==> src/hw/rtl/circular_deque_store_assert.svh <==
// Assertion macros shared by the circular deque store RTL.
`ifndef CIRCULAR_DEQUE_STORE_ASSERT_SVH
`define CIRCULAR_DEQUE_STORE_ASSERT_SVH

// Check a consequence in the same cycle as its antecedent.
`define CDS_ASSERT_SAME(lbl, ante, cons, msg) \
  lbl: assert property (@(posedge clk_i) disable iff (!rst_ni) (ante) |-> (cons)) \
    else $error(msg);

// Check a consequence in the cycle after its antecedent.
`define CDS_ASSERT_NEXT(lbl, ante, cons, msg) \
  lbl: assert property (@(posedge clk_i) disable iff (!rst_ni) (ante) |=> (cons)) \
    else $error(msg);

`endif

==> src/hw/rtl/cds_pkg.sv <==
// Types and constants shared by the circular deque store modules.
`default_nettype none

package cds_pkg;

  // Store geometry; the capacity is a power of two so slot arithmetic wraps naturally.
  localparam int unsigned CAPACITY = 1024;
  localparam int unsigned ELEM_W   = 32;
  localparam int unsigned PTR_W    = $clog2(CAPACITY);
  localparam int unsigned CNT_W    = PTR_W + 1;

  // Transaction field widths.
  localparam int unsigned FUNC_W   = 3;
  localparam int unsigned VALUE_W  = 32;
  localparam int unsigned INDEX_W  = 10;
  localparam int unsigned COUNT_W  = 11;
  localparam int unsigned STATUS_W = 2;

  localparam int unsigned IN_BITS  = FUNC_W + VALUE_W + INDEX_W;
  localparam int unsigned OUT_BITS = VALUE_W + COUNT_W + STATUS_W;
  localparam int unsigned IN_TDATA_W  = ((IN_BITS + 7) / 8) * 8;
  localparam int unsigned OUT_TDATA_W = ((OUT_BITS + 7) / 8) * 8;

  // Value returned by a read past the element count.
  localparam logic [VALUE_W-1:0] ERR_VALUE = 32'h8000_0015;

  typedef enum logic [FUNC_W-1:0] {
    FUNC_PUSH_BACK  = 3'd0,
    FUNC_PUSH_FRONT = 3'd1,
    FUNC_POP_BACK   = 3'd2,
    FUNC_POP_FRONT  = 3'd3,
    FUNC_READ       = 3'd4
  } cds_func_e;

  typedef enum logic [STATUS_W-1:0] {
    STAT_OK    = 2'd0,
    STAT_FULL  = 2'd1,
    STAT_EMPTY = 2'd2,
    STAT_RANGE = 2'd3
  } cds_status_e;

  // Commands from the controller to the datapath.
  typedef struct packed {
    logic capture;  // latch the accepted input transaction
    logic exec;     // apply the operation, issue store access
    logic finish;   // load the result register
  } cds_cmd_t;

  // Status from the datapath to the controller.
  typedef struct packed {
    logic out_free;  // result register empty or drained this cycle
  } cds_stat_t;

endpackage

`default_nettype wire

==> src/hw/rtl/cds_ctrl.sv <==
// Controller state machine sequencing one deque operation at a time.
`default_nettype none

module cds_ctrl
  import cds_pkg::*;
(
  input  wire logic      clk_i,
  input  wire logic      rst_ni,
  input  wire logic      s_axis_tvalid,
  output logic           s_axis_tready,
  input  wire cds_stat_t stat_i,
  output cds_cmd_t       cmd_o
);

  typedef enum logic [2:0] {
    ST_IDLE = 3'b001,
    ST_EXEC = 3'b010,
    ST_WRAP = 3'b100
  } state_e;

  state_e state_q, state_d;
  logic   accept;

  // Take a transaction only when the result register can receive its answer.
  assign s_axis_tready = (state_q == ST_IDLE) && stat_i.out_free;
  assign accept        = s_axis_tvalid && s_axis_tready;

  // Drive datapath commands.
  assign cmd_o.capture = accept;
  assign cmd_o.exec    = (state_q == ST_EXEC);
  assign cmd_o.finish  = (state_q == ST_WRAP);

  // Advance the sequence.
  always_comb begin
    state_d = state_q;
    case (state_q)
      ST_IDLE: begin
        if (accept) state_d = ST_EXEC;
      end
      ST_EXEC: state_d = ST_WRAP;
      ST_WRAP: state_d = ST_IDLE;
      default: state_d = ST_IDLE;
    endcase
  end

  always_ff @(posedge clk_i or negedge rst_ni) begin
    if (!rst_ni) begin
      state_q <= ST_IDLE;
    end else begin
      state_q <= state_d;
    end
  end

endmodule

`default_nettype wire

==> config.mk <==
export PLATFORM = sky130hd
export DESIGN_NAME = cds_ctrl
export DESIGN_NICKNAME = d
export VERILOG_FILES = /design/src/hw/rtl/circular_deque_store_assert.svh /design/src/hw/rtl/cds_pkg.sv /design/src/hw/rtl/cds_ctrl.sv
export SDC_FILE = /design/constraint.sdc
export NUM_CORES = 1
export LEC_CHECK = 0
export BUFFER_PORTS_ARGS = -buffer_cell sky130_fd_sc_hd__buf_2
export CORE_AREA = 5 5 42 44
export CTS_BUF_LIST = sky130_fd_sc_hd__clkbuf_16
export DETAILED_ROUTE_END_ITERATION = 10
export DIE_AREA = 0 0 47 49
export PLACE_DENSITY = 0.3
export SETUP_SLACK_MARGIN = 0.3
export SYNTH_ARGS = -nofsm -noshare
export SYNTH_HDL_FRONTEND = slang
export SYNTH_SLANG_ARGS = --single-unit
export TNS_END_PERCENT = 10
==> constraint.sdc <==
create_clock -name clk_i -period 1.91 [get_ports clk_i]
set_input_delay 0.191 -clock clk_i [delete_from_list [all_inputs] [get_ports clk_i]]
set_output_delay 0.191 -clock clk_i [all_outputs]
set_load 0.05 [all_outputs]
==> impl_metrics.yaml, run 1 <==
yosys:
  synth-edff-count: 0
  seq_area_frac_synth_pct: 52.14
  yosysWarningCount: 0
  synth_area_per_cell_um2: 12.20
  synth_most_common_cell: "nor3b_1"
  yosys.area.top_type: "dfrtp_1"
  synthTopCellsByCount: "nor3b_1 (3), and2_2 (2), buf_4 (2), dfrtp_1 (2)"
  synthTopCellsByArea: "dfrtp_1 (34%), dfstp_2 (18%), nor3b_1 (15%)"
  ys_seq_elements: 3
  syn_area_um2: 146.4
  dominantRegCellSynth: "dfrtp_1"
  synth_top_area_share_pct: 34.19
  synthCells: 12
  synth_nets: 16
  yosysUniqueCellTypes: 7
  async_flop_share_pct: 100.0
flow_run:
  drv_cap: 0
cells_and_area:
  diodes: 0
  drive_above_1_share_pct: 68.18
  regMostFlops: "state_q"
  final_net_count: 27
  area_growth_pct: 93.16
  fin_area_um2: 282.8
  largest_reg_flops: 3
  n_fill_cell: 163
  top_regs: "state_q: 3 flops"
clock_tree:
  h-tree-depth: 1
  numCtsBuffers: 3
  cts_tree: "built"
  cts_root_buf: "clkbuf_16"
  post_cts_buffers: 0
  cts_max_path_buffers: 2
  cts_sinks: 3
  clk_latency_ps: 220
  clkSlewWorstSetupHoldPaths_ps: 30
drt:
  viasPerCell: 3.368
  wl_per_cell_um: 9.895
  drt_iter0_drc: 0
  drt_first_pass_iters: 1
  drc_errors: 0
  num_vias: 128
  wl_um: 376
  ant_nets: 0
pwr:
  powerDensity_nw_per_um2: 1546
  p_total_mw: 0.4373
  p_leak_nw: 0.1319
  peakVddDrop_v: 0.0003818
global_route:
  track_usage_pct: 5.356
  antenna_found_initial: 0
  grt_max_degree: 5
  grt_overflow: 0
  use_met2_pct: 4.751
  met1_usage_pct: 3.744
  grt_pass1_wl_um: 669
  grt-busiest-layer: "met4"
  use_met3_pct: 5.166
  grt_pass1_vias: 150
floorplanning:
  die_x_um: 47
  die_y_um: 49
  design.core.area_um2: 1401
  io_pins: 8
  num_rows: 14
  die_area_um2: 2303
  initial_core_util_pct: 10.45
timing:
  slew_headroom_pct: 80.39
  worst_slew_pin_slew_ps: 293.6
  finalSetupViolations: 0
  hold_viol: 0
  max_freq_ghz: 0.6442
  grt_setup_unrepaired: "no"
  report.final.slew_viol_count: 0
  fin_crit_ps: 1552
  fin_crit_sh_pct: 81.27
  finClkSkew_ps: 0.3727
  finalSetupTns_ps: 0
run_status:
  status: "finished, final reports clean"
placement:
  io_buffers: 7
  placed_area_um2: 191.4
  gp_congestion: 0.5852
worst_setup_path:
  crit_arrival_ps: 1360
  crit_required_ps: 1720
  worstSetupPathType: "flip-flop to output port"
  end_kind: "output port"
  setup.worst_path.start_class: "flip-flop"
  cp_max_fo: 4
worst_hold_path:
  hold_class: "primary input to flip-flop"
[metrics by stage]
stage                     util, %  hold slack (ps)  instances  worst slack [ps]
after global routing        20.18            149.9         38             307.9
after global placement      13.66           -13.65         33             522.5
final                       20.18            126.9         38             357.7
after CTS                   20.18            125.3         38             354.4
after floorplan                 -           -104.6         12             366.9
after detailed placement    13.66           -10.24         33             534.6
[layer usage]
layer | share of wire (%) | wire length (um)
met1 | 35 | 131
met5 | 0 | 0
met4 | 12 | 44
met3 | 13 | 48
met2 | 40 | 151
[final timing paths]
kind / start / to / slack, ps / depth (start not counted)
setup / recovery: state_q[0]$_DFFE_PN1P_ / cmd_o[2] / 360 / 3
hold / removal: s_axis_tvalid / state_q[0]$_DFFE_PN1P_ / 130 / 2
setup reg to reg: state_q[0]$_DFFE_PN1P_ / state_q[1]$_DFFE_PN0P_ / 900 / 2
hold reg to reg: state_q[2]$_DFFE_PN0P_ / state_q[2]$_DFFE_PN0P_ / 470 / 1
max in group asynchronous: rst_ni / state_q[0]$_DFFE_PN1P_ / 1420 / 2
min in group asynchronous: rst_ni / state_q[1]$_DFFE_PN0P_ / 290 / 2
[power by group]
group,switching [mW],internal [mW],leakage [nW]
clock,0.0562,0.270,0.0423
combinational,0.0239,0.0139,0.0519
sequential,0.00389,0.0696,0.0377
total,0.0840,0.353,0.132
[cell usage in the layout (no fill, tap or decap)]
cell           instances
dfstp_2                1
nor3b_1                2
clkbuf_16              3
buf_2                  6
dfrtp_1                2
and2_2                 2
inv_1                  1
nor3b_2                1
buf_4                  1
and4bb_2               1
a21oi_1                1
dlygate4sd3_1          1
[cells by family (layout without fill, tap and decap cells)]
logic type	Yosys count	in the layout	synth area share, %
buffers and inverters	2	12	10.25
AO/OA/AOI/OAI	1	1	3.416
AND/OR/NAND/NOR	6	6	34.18
flip-flops	3	3	52.14
[worst max-delay path, stage by stage, from the launching register on]
cell,delay [ps]
dfstp_2,540
and4bb_2,260
and2_2,150
buf_4,190
[timing repair]
| action | 4_1_cts | 5_1_grt |
|---|---|---|
| hold endpoints to repair | 3 | 0 |
| resized for setup | 1 | 0 |
| hold buffers | 1 | 0 |
| setup endpoints to repair | 1 | 0 |
[layout make-up]
cell class	instances	area, um^2	share of cell area (%)
sequential	3	76.32	26.99
multi-input combinational	7	60.06	21.24
tap	16	20.02	7.080
clock inverter	1	3.754	1.327
clock buffer	3	75.07	26.55
timing repair buffer	8	47.55	16.81
(Power assumes the default switching activity.)
==> run 2: changes to the inputs <==
--- a/config.mk
+++ b/config.mk
@@ -5,12 +5,13 @@
 export SDC_FILE = /design/constraint.sdc
 export NUM_CORES = 1
 export LEC_CHECK = 0
+export ABC_AREA = 1
 export BUFFER_PORTS_ARGS = -buffer_cell sky130_fd_sc_hd__buf_2
 export CORE_AREA = 5 5 42 44
 export CTS_BUF_LIST = sky130_fd_sc_hd__clkbuf_16
 export DETAILED_ROUTE_END_ITERATION = 10
 export DIE_AREA = 0 0 47 49
-export PLACE_DENSITY = 0.3
+export PLACE_DENSITY = 0.32
 export SETUP_SLACK_MARGIN = 0.3
 export SYNTH_ARGS = -nofsm -noshare
 export SYNTH_HDL_FRONTEND = slang
==> constraint.sdc (replaced) <==
create_clock -name clk_i -period 1.3 [get_ports clk_i]
set_input_delay 0.13 -clock clk_i [delete_from_list [all_inputs] [get_ports clk_i]]
set_output_delay 0.13 -clock clk_i [all_outputs]
set_load 0.05 [all_outputs]
==> run 2 against run 1 <==
  * Wire length up 1.3%
  * The flow now finishes with violations (negative setup slack)
  * Power up 56%
  * Synthesized cell count up 75%
  * Die area unchanged
  * Worst hold slack better by 99 ps
  * Global-route usage down 0.84 points
  * Via count up 23%
  * Sequential cell count unchanged
  * Non-clock buffer count up 2
  * Largest power group unchanged
  * Core utilization up 5.6 points
  * Sequential share of layout area down 5.9 points
==> impl_metrics.yaml, run 2 <==
run_status:
  status: "complete, but fails checks"
  violations: "negative setup slack"
yosys:
  async_flop_share_pct: 100.0
  syn_area_um2: 162.7
  synth_top_area_share_pct: 30.77
  synth-edff-count: 0
  synthCells: 21
  yosysUniqueCellTypes: 10
  yosys.area.top_type: "dfrtp_1"
  ys_seq_elements: 3
  dominantRegCellSynth: "dfrtp_1"
  synth_nets: 25
  yosysWarningCount: 0
  synth_area_per_cell_um2: 7.746
  synthTopCellsByArea: "dfrtp_1 (31%), inv_1 (18%), dfstp_2 (16%)"
  synth_most_common_cell: "inv_1"
  seq_area_frac_synth_pct: 46.92
  synthTopCellsByCount: "inv_1 (8), buf_4 (2), dfrtp_1 (2), nand2_1 (2), nor2_1 (2)"
placement:
  io_buffers: 7
  dp_slack_ps: 33.86
  placed_area_um2: 221.5
  placedCellCount: 42
  dp.final_hpwl_um: 289
  gp_congestion: 0.6612
pwr:
  swShare_pct: 21.15
  p_clk_share_pct: 70.4
  peakVddDrop_v: 0.0007139
  power.net_switching_mw: 0.1443
  seqPwrFrac_pct: 15.9
  p_leak_nw: 0.2077
  p_total_mw: 0.6822
  powerDensity_nw_per_um2: 1887
  internal_power_mw: 0.5379
  p_comb_share_pct: 13.6
worst_setup_path:
  rrSetupSlack_ps: 260
  crit_arrival_ps: 1190
  crit_required_ps: 1170
  reg2reg_to: "state_q[0]$_DFFE_PN1P_"
  worstSetupPathType: "flip-flop to output port"
  end_kind: "output port"
  reg2reg_depth: 6
  critPathCapture: "s_axis_tready"
  startpoint: "state_q[0]$_DFFE_PN1P_"
  cp_max_fo: 2
  setup.worst_path.start_class: "flip-flop"
  r2r-start: "state_q[0]$_DFFE_PN1P_"
cells_and_area:
  top_regs: "state_q: 3 flops"
  fin_cells: 49
  largest_reg_flops: 3
  layout_common_cells: "inv_1 (6), inv_2 (3), clkbuf_16 (3), buf_2 (3), buf_4 (3)"
  multi_input_area_um2: 67.56
  final_net_count: 38
  regArea_um2: 76.32
  area_growth_pct: 122.3
  final_util_pct: 25.80
  drive_above_1_share_pct: 63.64
  n_fill_cell: 157
  regMostFlops: "state_q"
  fin_area_um2: 361.6
  diodes: 0
  final_common_cell: "inv_1"
timing:
  worst_slew_pin_slew_ps: 219.1
  report.final.slew_viol_count: 0
  finalSetupTns_ps: -21.26
  hold-worst-slack_ps: 226.1
  finClkSkew_ps: 0.5354
  finalSetupViolations: 1
  hold_viol: 0
  fin_crit_ps: 1321
  setup_ws_ps: -21.26
  max_freq_ghz: 0.7569
  grt_setup_unrepaired: "yes"
  slew_headroom_pct: 85.40
  fin_crit_sh_pct: 101.6
clock_tree:
  cts_max_path_buffers: 2
  cts_tree: "built"
  clk_latency_ps: 220
  cts_root_buf: "clkbuf_16"
  h-tree-depth: 1
  numCtsBuffers: 3
  clkSlewWorstSetupHoldPaths_ps: 30
  cts_sinks: 3
drt:
  drc_errors: 0
  wl_um: 381
  drt_iter0_drc: 0
  ant_nets: 0
  viasPerCell: 3.204
  num_vias: 157
  drt_first_pass_iters: 1
  wl_per_cell_um: 7.776
floorplanning:
  die_x_um: 47
  die_y_um: 49
  num_rows: 14
  die_area_um2: 2303
  initial_core_util_pct: 11.61
  design.core.area_um2: 1401
  io_pins: 8
global_route:
  grt_overflow: 0
  antenna_found_initial: 0
  grt_pass1_wl_um: 648
  grt_max_degree: 4
  track_usage_pct: 4.517
  grt_pass1_vias: 175
worst_hold_path:
  hold_class: "primary input to asynchronous set/reset pin"
flow_run:
  drv_cap: 0
run 2: cell count changes after synthesis, sizes merged, moves of 2 or more:
| cell | change |
|---|---|
| nor3b | -3 |
| inv | +8 |
| and2 | -2 |
| nor2 | +3 |
| nand2 | +2 |
| nand3 | +2 |
run 2: metal layers:
layer	vias up	track usage (%)	share of wire (%)
met3	2	2.214	12
met5	-	0	0
met2	8	4.525	40
met4	0	6.912	7.1
met1	68	5.088	41
li1	79	-	-
run 2: how the worst min path moves through the flow:
stage / from / to / slack (ps) / cells past startpoint
final: rst_ni / state_q[2]$_DFFE_PN0P_ / 230 / 2
after floorplan: rst_ni / state_q[1]$_DFFE_PN0P_ / -170 / 0
after global placement: rst_ni / state_q[1]$_DFFE_PN0P_ / -80 / 1
after global routing: rst_ni / state_q[1]$_DFFE_PN0P_ / 240 / 2
after CTS: rst_ni / state_q[1]$_DFFE_PN0P_ / 220 / 2
after detailed placement: rst_ni / state_q[2]$_DFFE_PN0P_ / -70 / 1
run 2: worst max-delay path: stages (launching register included):
cell and delay (ps):
dfstp_2 530, inv_2 50, nor2_4 90, nand2_2 70, nor2_4 90, buf_8 150
run 2: final cells by class:
type	instances	share of cell area, %
Sequential cell	3	21.11
Clock inverter	1	1.038
Multi-Input combinational cell	8	18.69
Tap cell	16	5.536
Timing Repair Buffer	10	24.57
Inverter	8	8.304
Clock buffer	3	20.76
run 2: cell families (layout without fill, tap and decap cells):
group                  after synthesis  in the layout  share of synthesized area, %
buffers and inverters               10             22                         27.69
flip-flops                           3              3                         46.93
AND/OR/NAND/NOR                      8              8                         25.38
run 2: what timing repair did:
item | CTS | global route
endpoints found under the setup margin | 4 | 6
gates resized for setup | 13 | 1
pin swaps | 4 | 3
hold buffers | 1 | 0
buffers inserted | 2 | 0
endpoints found under the hold margin | 3 | 0
run 2: power groups by stage:
stage          registers [mW]  logic, mW  clock network (mW)
2_1_floorplan           0.109     0.0532                   0
3_3_place_gp            0.110     0.0630                   0
3_5_place_dp            0.110     0.0642                   0
4_1_cts                 0.109     0.0918               0.488
5_1_grt                 0.110      0.101               0.493
6_report                0.109     0.0929               0.480
==> run 3: changes to the inputs <==
--- a/config.mk
+++ b/config.mk
@@ -7,10 +7,10 @@
 export LEC_CHECK = 0
 export ABC_AREA = 1
 export BUFFER_PORTS_ARGS = -buffer_cell sky130_fd_sc_hd__buf_2
-export CORE_AREA = 5 5 42 44
+export CORE_AREA = 2 2 39 41
 export CTS_BUF_LIST = sky130_fd_sc_hd__clkbuf_16
 export DETAILED_ROUTE_END_ITERATION = 10
-export DIE_AREA = 0 0 47 49
+export DIE_AREA = 0 0 41 43
 export PLACE_DENSITY = 0.32
 export SETUP_SLACK_MARGIN = 0.3
 export SYNTH_ARGS = -nofsm -noshare
==> run 3 against run 2 <==
  * The flow still finishes with violations (negative setup slack)
  * Via count up 5.7%
  * Count of clock-buffer cells in the layout unchanged
  * Maximum frequency down 1.2%
  * Sequential power about the same
  * Worst setup slack worse by 16 ps
  * Core utilization up 0.60 points
  * Sequential share of layout area down 0.22 points
  * Sequential cell count unchanged
  * Power up 0.39%
  * Die area down 23%
  * Worst hold slack better by 1.0 ps
  * Clock power about the same
  * Critical endpoint unchanged
==> impl_metrics.yaml, run 3 (synthesized netlist as in run 2, its figures left out) <==
worst_setup_path:
  setup.worst_path.start_class: "flip-flop"
  rrSetupSlack_ps: 250
  r2r-start: "state_q[0]$_DFFE_PN1P_"
  cp_slowest_cell: "dfstp_2"
  worstSetupPathType: "flip-flop to output port"
  reg2reg_depth: 6
  reg2reg_to: "state_q[0]$_DFFE_PN1P_"
  crit_chain: "inv_2 > nor2_4 > nand2_2 > nor2_4 > buf_8"
  critPathMaxStageDelay_ps: 520
  crit_required_ps: 1170
  end_kind: "output port"
  crit_arrival_ps: 1210
  worst_path_most_repeated_cell: "nor2_4"
  cp_max_fo: 2
run_status:
  status: "complete, but fails checks"
  violations: "negative setup slack"
timing:
  fin_crit_ps: 1337
  finalSetupViolations: 2
  slew_headroom_pct: 85.24
  max_freq_ghz: 0.7479
  fin_crit_sh_pct: 102.9
  report.final.slew_viol_count: 0
  hold_viol: 0
  finalSetupTns_ps: -47.71
  worst_slew_pin_slew_ps: 221.4
  setup_ws_ps: -37.17
  finClkSkew_ps: 1.444
  grt_setup_unrepaired: "yes"
pwr:
  internal_power_mw: 0.5391
  swShare_pct: 21.29
  p_comb_share_pct: 13.8
  p_clk_share_pct: 70.3
  seqPwrFrac_pct: 15.9
  peakVddDrop_v: 0.0008693
  p_leak_nw: 0.2084
  powerDensity_nw_per_um2: 1874
  power.net_switching_mw: 0.1458
cells_and_area:
  final_common_cell: "inv_1"
  regMostFlops: "state_q"
  diodes: 0
  final_net_count: 38
  drive_above_1_share_pct: 63.64
  layout_common_cells: "inv_1 (6), inv_2 (3), clkbuf_16 (3), buf_2 (3)"
  area_growth_pct: 124.6
  final_util_pct: 26.40
  top_regs: "state_q: 3 flops"
  largest_reg_flops: 3
global_route:
  grt_overflow: 0
  antenna_found_initial: 0
  track_usage_pct: 7.049
  grt_pass1_wl_um: 696
  grt_max_degree: 4
  grt_pass1_vias: 185
clock_tree:
  cts_root_buf: "clkbuf_16"
  numCtsBuffers: 3
  cts_sinks: 3
  h-tree-depth: 1
  cts_tree: "built"
  clk_latency_ps: 220
  clkSlewWorstSetupHoldPaths_ps: 30
  cts_max_path_buffers: 2
floorplanning:
  io_pins: 8
  die_area_um2: 1763
  design.core.area_um2: 1384
  die_x_um: 41
  die_y_um: 43
  initial_core_util_pct: 11.75
  num_rows: 14
drt:
  drt_first_pass_iters: 1
  drc_errors: 0
  ant_nets: 0
  drt_iter0_drc: 0
  wl_per_cell_um: 7.857
  viasPerCell: 3.388
  wl_um: 385
  num_vias: 166
placement:
  dp.final_hpwl_um: 256.3
  gp_congestion: 0.5477
  io_buffers: 7
flow_run:
  drv_cap: 0
worst_hold_path:
  hold_class: "primary input to asynchronous set/reset pin"
[run 3: cell count changes in the layout (fill, tap and decap cells not counted)]
cell   delta
buf_6     +1
buf_4     -1
[run 3: worst max path at each step]
stage               slack [ps]             to                   start
floorplan                  120  s_axis_tready  state_q[0]$_DFFE_PN1P_
global placement            50  s_axis_tready  state_q[0]$_DFFE_PN1P_
detailed placement          30  s_axis_tready  state_q[0]$_DFFE_PN1P_
CTS                        -80  s_axis_tready  state_q[0]$_DFFE_PN1P_
global route              -100  s_axis_tready  state_q[0]$_DFFE_PN1P_
finish                     -40  s_axis_tready  state_q[0]$_DFFE_PN1P_
[run 3: cell type report]
cell class	instances	area, um^2
repair buffers	10	92.59
inverters	8	30.03
fillers	151	1018
well taps	16	20.02
flip-flops and latches	3	76.32
clock buffers	3	75.07
clock inverters	1	3.754
multi-input cells	8	67.56
[run 3: power groups by stage]
stage / clock, mW / combinational, mW / sequential [mW]
after floorplan: 0 / 0.0532 / 0.109
after CTS: 0.491 / 0.0922 / 0.109
final: 0.481 / 0.0947 / 0.109
after detailed placement: 0 / 0.0635 / 0.110
after global routing: 0.506 / 0.103 / 0.110
after global placement: 0 / 0.0623 / 0.110
[run 3: critical path, delay by kind of cell (launching register included)]
family,cells,cell delay (ps)
DFF,1,520
and+or+nand+nor,3,270
buffers and inverters,2,200
[run 3: layer usage]
| layer | vias up | routed length [um] | share of wire, % | global-route usage, % |
|---|---|---|---|---|
| met5 | - | 0 | 0 | 0 |
| met3 | 2 | 48 | 12 | 4.712 |
| met1 | 73 | 144 | 37 | 6.169 |
| met2 | 10 | 171 | 44 | 8.438 |
| met4 | 0 | 21 | 5.5 | 10.00 |
| li1 | 81 | - | - | - |
[run 3: timing repair]
action,in CTS,in global routing
buffers inserted,2,0
pin swaps,4,4
setup endpoints to repair,4,6
hold buffers,1,0
gates resized for setup,14,1
endpoints found under the hold margin,3,0
[run 3: metrics by stage]
step           cells  power (mW)  instance area (um^2)  hold slack [ps]  setup slack, ps
2_1_floorplan     21      0.1620                 181.4           -165.6            124.9
3_3_place_gp      42      0.1719                 221.5           -75.64            53.07
3_5_place_dp      42      0.1738                 221.5           -71.48            32.22
4_1_cts           49      0.6916                 361.6            226.8           -76.45
5_1_grt           49      0.7189                 365.4            246.7           -100.2
6_report          49      0.6848                 365.4            227.1           -37.17
